$ cat config.mk
export PLATFORM = sky130hd
export DESIGN_NAME = sortable_bounded_deque
export DESIGN_NICKNAME = d
export VERILOG_FILES = /design/src/sbd_pkg.sv /design/src/sbd_ram.sv /design/src/sortable_bounded_deque.sv
export SDC_FILE = /design/constraint.sdc
export NUM_CORES = 1
export LEC_CHECK = 0
export BUFFER_PORTS_ARGS = -buffer_cell sky130_fd_sc_hd__buf_2
export CAP_MARGIN = 15
export CORE_MARGIN = 2
export CORE_UTILIZATION = 28
export CTS_CLUSTER_SIZE = 28
export DETAILED_ROUTE_END_ITERATION = 10
export GPL_TIMING_DRIVEN = 0
export PLACE_DENSITY = 0.44
export SLEW_MARGIN = 20
export SYNTH_ARGS = -nofsm -noshare
export SYNTH_HDL_FRONTEND = slang
export SYNTH_HIERARCHICAL = 1
export SYNTH_SLANG_ARGS = --single-unit
$ cat constraint.sdc
create_clock -name i_clk -period 9.6 [get_ports i_clk]
set_input_delay 1.44 -clock i_clk [delete_from_list [all_inputs] [get_ports i_clk]]
set_output_delay 1.44 -clock i_clk [all_outputs]
set_load 0.02 [all_outputs]
$ cat src/sbd_pkg.sv
// Types and codes for the sortable bounded deque.
`timescale 1ns / 1ps

package sbd_pkg;

    localparam int AMT_W = 16;

    localparam logic [2:0] OP_ADD_FRONT = 3'd0;
    localparam logic [2:0] OP_ADD_END   = 3'd1;
    localparam logic [2:0] OP_REMOVE    = 3'd2;
    localparam logic [2:0] OP_SORT      = 3'd3;
    localparam logic [2:0] OP_ROT_LEFT  = 3'd4;
    localparam logic [2:0] OP_ROT_RIGHT = 3'd5;
    localparam logic [2:0] OP_DUMP      = 3'd6;

    localparam logic [1:0] ST_OK   = 2'd0;
    localparam logic [1:0] ST_FULL = 2'd1;
    localparam logic [1:0] ST_POS  = 2'd2;

    typedef struct packed {
        logic [2:0]        op;
        logic signed [31:0] value;
        logic [AMT_W-1:0]  amount;
    } t_cmd;

    typedef struct packed {
        logic signed [31:0] element;
        logic               element_valid;
        logic [4:0]         count;
        logic [1:0]         status;
        logic               last;
    } t_rsp;

endpackage

$ cat src/sbd_ram.sv
// Generic single-write, single-read RAM with registered read data.
`timescale 1ns / 1ps

module sbd_ram #(
    parameter int WIDTH = 32,
    parameter int DEPTH = 16
) (
    input  logic                     i_clk,
    input  logic                     i_we,
    input  logic [$clog2(DEPTH)-1:0] i_waddr,
    input  logic [WIDTH-1:0]         i_wdata,
    input  logic                     i_re,
    input  logic [$clog2(DEPTH)-1:0] i_raddr,
    output logic [WIDTH-1:0]         o_rdata
);

    logic [WIDTH-1:0] r_mem [DEPTH];
    logic [WIDTH-1:0] r_rdata;

    always_ff @(posedge i_clk) begin
        if (i_we) begin
            r_mem[i_waddr] <= i_wdata;
        end
        if (i_re) begin
            r_rdata <= r_mem[i_raddr];
        end
    end

    assign o_rdata = r_rdata;

endmodule

$ cat src/sortable_bounded_deque.sv
// Top level of the sortable bounded deque: sequencer, store and result register.
`timescale 1ns / 1ps

// Sortable bounded deque holding up to DEPTH signed 32-bit values.
// Command channel i_in_valid/o_in_stall carries op, value and amount; a
// transfer happens when valid is high and stall low. One command is worked
// at a time: o_in_stall stays high until its last result is loaded.
// Result channel o_out_valid/i_out_stall is a single output register; a
// stalled result holds and the sequencer waits for the register to free.
// Work per command, bound by the single store port pair:
//   add front/end, bad remove, empty rotate or dump, unused op: straight to the result
//   remove at p: each later element read and written one place toward the head
//   sort: insertion sort, one read and write per element shifted
//   rotate: amount mod n, then k left steps, k the effective step count (k < n)
//   dump: one read and one result per element, head first, last set on the tail
// Synchronous active-low reset empties the deque and drops any pending
// result; store contents are not cleared.
module sortable_bounded_deque #(
    parameter int DEPTH = 16
) (
    input  logic          i_clk,
    input  logic          i_rst_n,
    input  logic          i_in_valid,
    output logic          o_in_stall,
    input  sbd_pkg::t_cmd i_in_data,
    output logic          o_out_valid,
    input  logic          i_out_stall,
    output sbd_pkg::t_rsp o_out_data
);

    localparam int AW = $clog2(DEPTH);
    localparam int CW = $clog2(DEPTH + 1);
    localparam int MW = (CW > sbd_pkg::AMT_W) ? CW : sbd_pkg::AMT_W;

    typedef enum logic [13:0] {
        S_IDLE     = 14'b00000000000001,
        S_REM_CHK  = 14'b00000000000010,
        S_REM_WR   = 14'b00000000000100,
        S_SRT_NEXT = 14'b00000000001000,
        S_SRT_LDX  = 14'b00000000010000,
        S_SRT_CHK  = 14'b00000000100000,
        S_SRT_CMP  = 14'b00000001000000,
        S_MOD      = 14'b00000010000000,
        S_ROT_SET  = 14'b00000100000000,
        S_ROT_CHK  = 14'b00001000000000,
        S_ROT_WR   = 14'b00010000000000,
        S_DMP_RD   = 14'b00100000000000,
        S_DMP_OUT  = 14'b01000000000000,
        S_RESP     = 14'b10000000000000
    } t_state;

    t_state r_state, n_state;
    logic [AW-1:0] r_first, n_first;
    logic [CW-1:0] r_count, n_count;
    logic [CW-1:0] r_idx, n_idx;
    logic [CW-1:0] r_j, n_j;
    logic [CW-1:0] r_rem, n_rem;
    logic [sbd_pkg::AMT_W-1:0] r_amt, n_amt;
    logic [3:0] r_bit, n_bit;
    logic r_right, n_right;
    logic [31:0] r_x, n_x;
    logic [1:0] r_status, n_status;
    logic r_out_valid, n_out_valid;
    sbd_pkg::t_rsp r_out_data, n_out_data;

    logic ram_we, ram_re, wr_front;
    logic [AW-1:0] ram_waddr, ram_raddr, front_slot;
    logic [31:0] ram_wdata, ram_rdata;
    logic [CW-1:0] rd_pos, wr_pos;
    logic out_free, is_full;
    logic [CW:0] rem_sh;
    logic [MW-1:0] amt_w, cnt_w;
    logic [CW+4:0] cnt_wide;

    // Position in the sequence to physical slot; sum stays below 2*DEPTH.
    function automatic logic [AW-1:0] slot_f(input logic [AW-1:0] f, input logic [CW-1:0] p);
        logic [CW:0] s;
        s = (CW+1)'(f) + (CW+1)'(p);
        if (s >= (CW+1)'(DEPTH)) begin
            s = s - (CW+1)'(DEPTH);
        end
        return s[AW-1:0];
    endfunction

    sbd_ram #(
        .WIDTH(32),
        .DEPTH(DEPTH)
    ) u_store (
        .i_clk  (i_clk),
        .i_we   (ram_we),
        .i_waddr(ram_waddr),
        .i_wdata(ram_wdata),
        .i_re   (ram_re),
        .i_raddr(ram_raddr),
        .o_rdata(ram_rdata)
    );

    assign out_free   = !r_out_valid || !i_out_stall;
    assign is_full    = (r_count >= CW'(DEPTH));
    assign front_slot = (r_first == '0) ? AW'(DEPTH - 1) : r_first - AW'(1);
    assign ram_raddr  = slot_f(r_first, rd_pos);
    assign ram_waddr  = wr_front ? front_slot : slot_f(r_first, wr_pos);
    assign rem_sh     = {r_rem, r_amt[sbd_pkg::AMT_W-1]};
    assign amt_w      = MW'(i_in_data.amount);
    assign cnt_w      = MW'(r_count);
    assign cnt_wide   = {5'b0, r_count};

    always_comb begin
        n_state     = r_state;
        n_first     = r_first;
        n_count     = r_count;
        n_idx       = r_idx;
        n_j         = r_j;
        n_rem       = r_rem;
        n_amt       = r_amt;
        n_bit       = r_bit;
        n_right     = r_right;
        n_x         = r_x;
        n_status    = r_status;
        n_out_valid = r_out_valid && i_out_stall;
        n_out_data  = r_out_data;
        ram_we      = 1'b0;
        ram_re      = 1'b0;
        wr_front    = 1'b0;
        wr_pos      = '0;
        rd_pos      = '0;
        ram_wdata   = r_x;

        case (r_state)
            S_IDLE: begin
                if (i_in_valid) begin
                    n_status = sbd_pkg::ST_OK;
                    n_right  = (i_in_data.op == sbd_pkg::OP_ROT_RIGHT);
                    n_state  = S_RESP;
                    case (i_in_data.op)
                        sbd_pkg::OP_ADD_FRONT: begin
                            if (is_full) begin
                                n_status = sbd_pkg::ST_FULL;
                            end else begin
                                ram_we    = 1'b1;
                                wr_front  = 1'b1;
                                ram_wdata = i_in_data.value;
                                n_first   = front_slot;
                                n_count   = r_count + CW'(1);
                            end
                        end
                        sbd_pkg::OP_ADD_END: begin
                            if (is_full) begin
                                n_status = sbd_pkg::ST_FULL;
                            end else begin
                                ram_we    = 1'b1;
                                wr_pos    = r_count;
                                ram_wdata = i_in_data.value;
                                n_count   = r_count + CW'(1);
                            end
                        end
                        sbd_pkg::OP_REMOVE: begin
                            if (amt_w == '0 || amt_w > cnt_w) begin
                                n_status = sbd_pkg::ST_POS;
                            end else begin
                                n_idx   = CW'(amt_w - MW'(1));
                                n_state = S_REM_CHK;
                            end
                        end
                        sbd_pkg::OP_SORT: begin
                            n_idx   = CW'(1);
                            n_state = S_SRT_NEXT;
                        end
                        sbd_pkg::OP_ROT_LEFT, sbd_pkg::OP_ROT_RIGHT: begin
                            if (r_count != '0) begin
                                n_rem   = '0;
                                n_amt   = i_in_data.amount;
                                n_bit   = '0;
                                n_state = S_MOD;
                            end
                        end
                        sbd_pkg::OP_DUMP: begin
                            if (r_count != '0) begin
                                n_idx   = '0;
                                n_state = S_DMP_RD;
                            end
                        end
                        default: begin
                            n_state = S_RESP;
                        end
                    endcase
                end
            end
            // remove: pull each later element one place toward the head
            S_REM_CHK: begin
                if (({1'b0, r_idx} + (CW+1)'(1)) < {1'b0, r_count}) begin
                    ram_re  = 1'b1;
                    rd_pos  = r_idx + CW'(1);
                    n_state = S_REM_WR;
                end else begin
                    n_count = r_count - CW'(1);
                    if (r_count == CW'(1)) begin
                        n_first = '0;
                    end
                    n_state = S_RESP;
                end
            end
            S_REM_WR: begin
                ram_we    = 1'b1;
                wr_pos    = r_idx;
                ram_wdata = ram_rdata;
                n_idx     = r_idx + CW'(1);
                n_state   = S_REM_CHK;
            end
            // insertion sort, one compare per element visited
            S_SRT_NEXT: begin
                if (r_idx < r_count) begin
                    ram_re  = 1'b1;
                    rd_pos  = r_idx;
                    n_j     = r_idx;
                    n_state = S_SRT_LDX;
                end else begin
                    n_state = S_RESP;
                end
            end
            S_SRT_LDX: begin
                n_x     = ram_rdata;
                n_state = S_SRT_CHK;
            end
            S_SRT_CHK: begin
                if (r_j == '0) begin
                    ram_we  = 1'b1;
                    wr_pos  = '0;
                    n_idx   = r_idx + CW'(1);
                    n_state = S_SRT_NEXT;
                end else begin
                    ram_re  = 1'b1;
                    rd_pos  = r_j - CW'(1);
                    n_state = S_SRT_CMP;
                end
            end
            S_SRT_CMP: begin
                ram_we = 1'b1;
                wr_pos = r_j;
                if ($signed(r_x) < $signed(ram_rdata)) begin
                    ram_wdata = ram_rdata;
                    n_j       = r_j - CW'(1);
                    n_state   = S_SRT_CHK;
                end else begin
                    n_idx   = r_idx + CW'(1);
                    n_state = S_SRT_NEXT;
                end
            end
            // amount mod count, one quotient bit per cycle
            S_MOD: begin
                if (rem_sh >= {1'b0, r_count}) begin
                    n_rem = CW'(rem_sh - {1'b0, r_count});
                end else begin
                    n_rem = rem_sh[CW-1:0];
                end
                n_amt = r_amt << 1;
                n_bit = r_bit + 4'd1;
                if (r_bit == 4'd15) begin
                    n_state = S_ROT_SET;
                end
            end
            S_ROT_SET: begin
                if (r_right && r_rem != '0) begin
                    n_j = r_count - r_rem;
                end else begin
                    n_j = r_rem;
                end
                n_state = S_ROT_CHK;
            end
            // one left step: head moves to the slot past the tail
            S_ROT_CHK: begin
                if (r_j == '0) begin
                    n_state = S_RESP;
                end else begin
                    ram_re  = 1'b1;
                    rd_pos  = '0;
                    n_state = S_ROT_WR;
                end
            end
            S_ROT_WR: begin
                ram_we    = 1'b1;
                wr_pos    = r_count;
                ram_wdata = ram_rdata;
                n_first   = slot_f(r_first, CW'(1));
                n_j       = r_j - CW'(1);
                n_state   = S_ROT_CHK;
            end
            S_DMP_RD: begin
                ram_re  = 1'b1;
                rd_pos  = r_idx;
                n_state = S_DMP_OUT;
            end
            S_DMP_OUT: begin
                if (out_free) begin
                    n_out_valid                = 1'b1;
                    n_out_data.element         = ram_rdata;
                    n_out_data.element_valid   = 1'b1;
                    n_out_data.count           = cnt_wide[4:0];
                    n_out_data.status          = sbd_pkg::ST_OK;
                    n_out_data.last            =
                        (({1'b0, r_idx} + (CW+1)'(1)) == {1'b0, r_count});
                    n_idx                      = r_idx + CW'(1);
                    n_state                    = n_out_data.last ? S_IDLE : S_DMP_RD;
                end
            end
            S_RESP: begin
                if (out_free) begin
                    n_out_valid              = 1'b1;
                    n_out_data.element       = '0;
                    n_out_data.element_valid = 1'b0;
                    n_out_data.count         = cnt_wide[4:0];
                    n_out_data.status        = r_status;
                    n_out_data.last          = 1'b1;
                    n_state                  = S_IDLE;
                end
            end
            default: begin
                n_state = S_IDLE;
            end
        endcase
    end

    always_ff @(posedge i_clk) begin
        if (!i_rst_n) begin
            r_state     <= S_IDLE;
            r_first     <= '0;
            r_count     <= '0;
            r_out_valid <= 1'b0;
        end else begin
            r_state     <= n_state;
            r_first     <= n_first;
            r_count     <= n_count;
            r_out_valid <= n_out_valid;
        end
    end

    always_ff @(posedge i_clk) begin
        r_idx      <= n_idx;
        r_j        <= n_j;
        r_rem      <= n_rem;
        r_amt      <= n_amt;
        r_bit      <= n_bit;
        r_right    <= n_right;
        r_x        <= n_x;
        r_status   <= n_status;
        r_out_data <= n_out_data;
    end

    assign o_in_stall  = (r_state != S_IDLE);
    assign o_out_valid = r_out_valid;
    assign o_out_data  = r_out_data;

endmodule

==> flow_summary.ini, run 1 <==
[outcome]
status = completed

[logic_synthesis]
synthAdderAreaFrac_pct = 3.26
synthXorXnorAreaFrac_pct = 0.972
ys_seq_elements = 679
synthTopCellsByCount = 655 x edfxtp_1, 128 x mux4_2, 123 x nand2_1
ys.warnings.count = 6
synth_top_area_share_pct = 66.1
synth_compound_area_share_pct = 7.31
avgSynthCellArea_um2 = 15.9
synth-main-ff-cell = edfxtp_1
synth_mux_area_share_pct = 10.5
syn_inst = 1866
async_flop_share_pct = 0
yosysTopAreaCell = edfxtp_1
yosysSeqAreaShare_pct = 67.7
syn-num-nets = 1996
synth.cell_area_mm2 = 0.0297
synth_top_family_by_area = multiplexers
synth.area.top_cells = edfxtp_1 66%, mux4_2 9.7%, ha_1 3.0%
synth_edf_count = 655
synthSimpleGateAreaFrac_pct = 7.86
synth.most_common_cell = edfxtp_1
synth_cell_types = 76

[clock_tree]
holdBufCountCts = 0
cts_tree = yes
cts-buffers-inserted = 76
cts_sinks = 679
cts.repair.resized = 0
cts_setup_buffers = 0
insertion_delay_ns = 0.65
clockBufferDepth = 3
cts-root-buf = clkbuf_16
cts.clk_slew.worst_paths_ns = 0.07
h-tree-depth = 3

[placed_design]
dpl.cell_count = 3405
io_buffers = 94
dpl_cell_area_mm2 = 0.0330
place_ws_ns = 3.02
gp_congestion = 0.883
dp_hpwl_um = 64000

[finish]
area_growth_pct = 19.2
nFillCells = 10122
diodes = 0
fin_cells = 3543
final_cell_area_mm2 = 0.0354
multi_input_area_mm2 = 0.00904
drive_gt1_share_pct = 21.3
regArea_mm2 = 0.0201
layout.nets = 2222

[setup_path]
crit_path_max_fanout = 10
worstPathArrival_ns = 6.64
r2r-end = u_store/o_rdata[5]
r2r_slack_ns = 3.33
cp-end-kind = register
reg2reg_depth = 18
rr_startpoint = r_idx[2]
worst_setup_path_start_kind = register
cp_data_required_time_ns = 9.97
criticalPathCategory = register to register

[sta]
slew_viol_final = 0
setup_violations = 0
fin_skew_ns = 0.0497
tightestPinTransition_ns = 1.10
relSlewSlack_pct = 26.8
setup_ws_ns = 3.33
fmax_ghz = 0.160
timing.final.hold_violations = 0
finalCritPeriodShare_pct = 65.3
period_needed_ns = 6.27
whs_ns = 0.492
rsz0062_at_grt = no

[global_route]
grt_pass1_vias = 18131
grt_overflow = 0
grt_use_total_pct = 16.5
grt_max_degree = 26
grt_antenna_before_repair = 0
grt_first_pass_wirelength_um = 129000

[hold_path]
holdPathEnd = r_x[31]
hp-start = u_store/o_rdata[31]
min_path_cells = 0
hold_path.class = register to register

[floorplanning]
dieWidth_um = 330
ioPinCount = 98
design.die.area_mm2 = 0.109
start_util_pct = 28.3
core_region_area_mm2 = 0.105
die_h_um = 330
num_rows = 119

[routing]
wl_per_cell_um = 25.5
drt-initial-drc-count = 1892
vias = 17961
viasPerCell = 5.07
totalWireLength_um = 90500
drt_first_pass_iters = 6
route.detailed.drc = 0
ant_nets = 0

[power_and_ir_drop]
ir_drop_mv = 0.112
p_total_mw = 7.16
powerDensity_mw_per_mm2 = 202
leakagePower_nw = 12.1

[job]
maxCapViolCount = 0
==> sequential cells by signal, summed over array words and instances (netlist names) <==
name             count
r_right              1
u_store/r_mem      512
r_x                 32
r_bit                4
r_amt               16
r_first              4
r_status             2
r_rem                5
o_out_valid          1
o_out_data          41
r_state             14
u_store/o_rdata     32
r_idx                5
r_count              5
r_j                  5
==> cell families after synthesis <==
| logic type | after synthesis |
|---|---|
| muxes | 149 |
| buffers and inverters | 170 |
| xor gates and xnor gates | 33 |
| AOI/OAI and AO/OA | 302 |
| and+or+nand+nor | 458 |
| DFF | 679 |
| adders and majority gates | 75 |
==> routing by layer <==
metal  global-route usage (%)  wire [µm]  share of wire [%]  vias up
li1                         -          -                  -     7853
met4                     4.12       2060                2.3        0
met3                     3.98       6550                7.2      122
met1                     24.1      42100                 47     9345
met5                        0          0                  0        -
met2                     24.7      39700                 44      641
==> critical path: stages, from the launching register on <==
cell	delay [ns]
edfxtp_1	0.36
clkbuf_1	0.31
nand3_1	0.18
xnor2_1	0.36
ha_1	0.32
a21o_1	0.17
a2111oi_2	0.74
and2_0	0.44
nor2_1	0.07
o22ai_1	0.18
ha_1	0.21
inv_1	0.06
fa_1	0.44
inv_1	0.10
buf_2	0.37
buf_1	0.86
mux4_2	0.45
a22oi_1	0.25
nand2_1	0.09
==> layout make-up <==
type,count,share of cell area (%)
well taps,1391,4.91
clock inverters,42,1.19
multi-input cells,1017,25.5
flip-flops and latches,679,56.8
inverters,74,0.784
plain buffers,96,1.24
clock buffers,96,5.81
repair buffers,148,3.72
==> worst max path at each step <==
stage                     cells past startpoint          start                     to  slack [ns]
after floorplan                              16  i_in_data[49]    u_store/r_mem[0][0]        2.34
after global placement                       16  i_in_data[49]  u_store/r_mem[12][14]       -2.55
after detailed placement                     18  i_in_data[49]   u_store/r_mem[8][16]        3.02
after CTS                                    18       r_idx[2]     u_store/o_rdata[5]        3.31
after global routing                         18       r_idx[2]     u_store/o_rdata[2]        2.96
final                                        18       r_idx[2]     u_store/o_rdata[5]        3.33
==> cells in the final DEF, fill, tap and decap left out, types with 30 or more instances in the layout <==
cell type	instances
a22oi_1	66
buf_2	107
nand2_1	122
inv_1	72
and2_1	38
nor2_1	61
ha_1	71
a211o_1	30
and2_0	31
clkbuf_16	79
and3_1	35
clkbuf_1	76
nand3_1	53
a21o_1	42
a21oi_1	48
mux4_2	128
edfxtp_1	655
buf_4	32
o31ai_1	30
==> through the flow <==
stage          setup TNS (ns)  utilization (%)
5_1_grt                     0             33.7
3_5_place_dp                0             31.3
2_1_floorplan               0                -
6_report                    0             33.7
3_3_place_gp          -373.22             30.4
4_1_cts                     0             33.7
==> report_power, final <==
group | total [mW] | internal (mW) | switching [mW] | leakage, nW
Sequential | 3.46 | 3.44 | 0.0195 | 6.12
Combinational | 0.770 | 0.263 | 0.507 | 4.80
Clock | 2.93 | 1.70 | 1.23 | 1.22
Total | 7.16 | 5.40 | 1.76 | 12.1
No activity file was read; power rests on OpenSTA's default activity.
==> run 2: changes to the inputs <==
PLACE_DENSITY = 0.46   (was 0.44)
clock period = 5.6 ns   (was 9.6 ns; I/O delays follow)
==> flow_summary.ini, run 2 (synthesized netlist as in run 1, its figures left out) <==
[setup_path]
cp-end-kind = register
worstPathArrival_ns = 5.68
r2r-end = u_store/r_mem[0][13]
reg2reg_depth = 16
worst_setup_path_start_kind = register
rr_startpoint = r_state[12]
cp_data_required_time_ns = 5.94
crit_path_max_fanout = 10
criticalPathCategory = register to register
crit_start = r_state[12]
r2r_slack_ns = 0.27

[floorplanning]
dieWidth_um = 330
core_region_area_mm2 = 0.105
design.die.area_mm2 = 0.109
ioPinCount = 98
start_util_pct = 28.3
num_rows = 119
die_h_um = 330

[global_route]
grt_pass1_vias = 18140
grt_antenna_before_repair = 1
grt_overflow = 0
grt_max_degree = 33
grt_use_total_pct = 15.9
grt_first_pass_wirelength_um = 126000

[finish]
final_cell_area_mm2 = 0.0356
largest_reg_flops = 512
drive_gt1_share_pct = 22.6
layout.nets = 2215
regMostFlops = u_store/r_mem
final_cell_mix = 655 x edfxtp_1, 128 x mux4_2, 122 x nand2_1
final_common_cell = edfxtp_1
diodes = 0
area_growth_pct = 19.6
nFillCells = 10100

[clock_tree]
cts_sinks = 679
clockBufferDepth = 3
h-tree-depth = 3
cts-buffers-inserted = 76
cts.clk_slew.worst_paths_ns = 0.07
cts-root-buf = clkbuf_16
cts_tree = yes
insertion_delay_ns = 0.65

[sta]
slew_viol_final = 0
fin_skew_ns = 0.0354
rsz0062_at_grt = no
tightestPinTransition_ns = 0.998
timing.final.hold_violations = 0
finalCritPeriodShare_pct = 95.2
setup_violations = 0
period_needed_ns = 5.33
relSlewSlack_pct = 32.9
fmax_ghz = 0.187

[hold_path]
min_path_cells = 0
hp-start = u_store/o_rdata[31]
hold_path.class = register to register
holdPathEnd = r_x[31]

[power_and_ir_drop]
p_total_mw = 12.2
ir_drop_mv = 0.191
powerDensity_mw_per_mm2 = 342
leakagePower_nw = 12.2

[routing]
route.detailed.drc = 0
drt-initial-drc-count = 1441
viasPerCell = 5.00
ant_nets = 0
drt_first_pass_iters = 5
totalWireLength_um = 86400
wl_per_cell_um = 24.4
vias = 17675

[placed_design]
gp_congestion = 0.872
dp_hpwl_um = 61400
dpl_cell_area_mm2 = 0.0330
io_buffers = 94

[job]
maxCapViolCount = 0

[outcome]
status = completed
==> run 2: repair_timing <==
item | 4_1_cts | 5_1_grt
setup endpoints to repair | 53 | 94
gates cloned | 0 | 0
setup buffers | 0 | 3
hold buffers | 0 | 0
resized for setup | 41 | 24
hold endpoints to repair | 0 | 0
pin swaps | 1 | 2
==> run 2: worst max-delay path by stage <==
| stage | slack (ns) | to | cells past startpoint |
|---|---|---|---|
| 2_1_floorplan | -0.21 | u_store/r_mem[1][0] | 16 |
| 3_3_place_gp | -3.51 | u_store/r_mem[1][15] | 16 |
| 3_5_place_dp | -0.67 | u_store/r_mem[15][17] | 15 |
| 4_1_cts | -0.003 | u_store/o_rdata[15] | 18 |
| 5_1_grt | 0.03 | u_store/r_mem[0][16] | 16 |
| 6_report | 0.27 | u_store/r_mem[0][13] | 16 |
==> run 2: metal layers <==
layer	GRT usage, %	wire length [µm]
met5	0	0
met2	24.7	39300
met4	4.43	2090
met3	3.24	5740
met1	22.5	39300
==> run 2: layout make-up <==
| cell class | instances | area [µm²] | share of cell area, % |
|---|---|---|---|
| Sequential cell | 679 | 20100 | 56.6 |
| Multi-Input combinational cell | 1017 | 9130 | 25.7 |
| Clock buffer | 95 | 1990 | 5.61 |
| Tap cell | 1391 | 1740 | 4.89 |
| Timing Repair Buffer | 141 | 1340 | 3.76 |
| Buffer | 96 | 493 | 1.39 |
| Clock inverter | 44 | 453 | 1.27 |
| Inverter | 74 | 278 | 0.781 |
==> run 2: critical path, cell delays in order (launching register included) <==
cell      delay [ns]
dfxtp_1         0.29
clkbuf_1        0.16
nor3_1          0.46
nand4_1         0.23
nor4b_2         0.90
a221oi_1        0.31
inv_1           0.11
ha_1            0.22
a21o_1          0.17
a21oi_1         0.16
xor2_1          0.19
xnor2_1         0.14
a21oi_1         0.12
or3b_2          0.60
nor3_4          0.54
buf_8           0.24
buf_8           0.18
==> run 2: where the power goes <==
group	total, mW	switching [mW]	internal, mW
logic	1.31	0.854	0.458
registers	5.93	0.0342	5.90
clock network	4.93	2.10	2.83
==> run 2: per-stage QoR <==
| step | utilization [%] | std cells | hold WS, ns | setup TNS (ns) | worst slack [ns] |
|---|---|---|---|---|---|
| after floorplan | - | 1866 | 0.441 | -19.74 | -0.206 |
| after global placement | 30.4 | 3351 | 0.485 | -1710.76 | -3.51 |
| after detailed placement | 31.3 | 3394 | 0.474 | -223.75 | -0.670 |
| after CTS | 33.7 | 3533 | 0.481 | -0.00346 | -0.00346 |
| after global routing | 33.8 | 3537 | 0.510 | 0 | 0.0343 |
| final | 33.8 | 3537 | 0.501 | 0 | 0.266 |
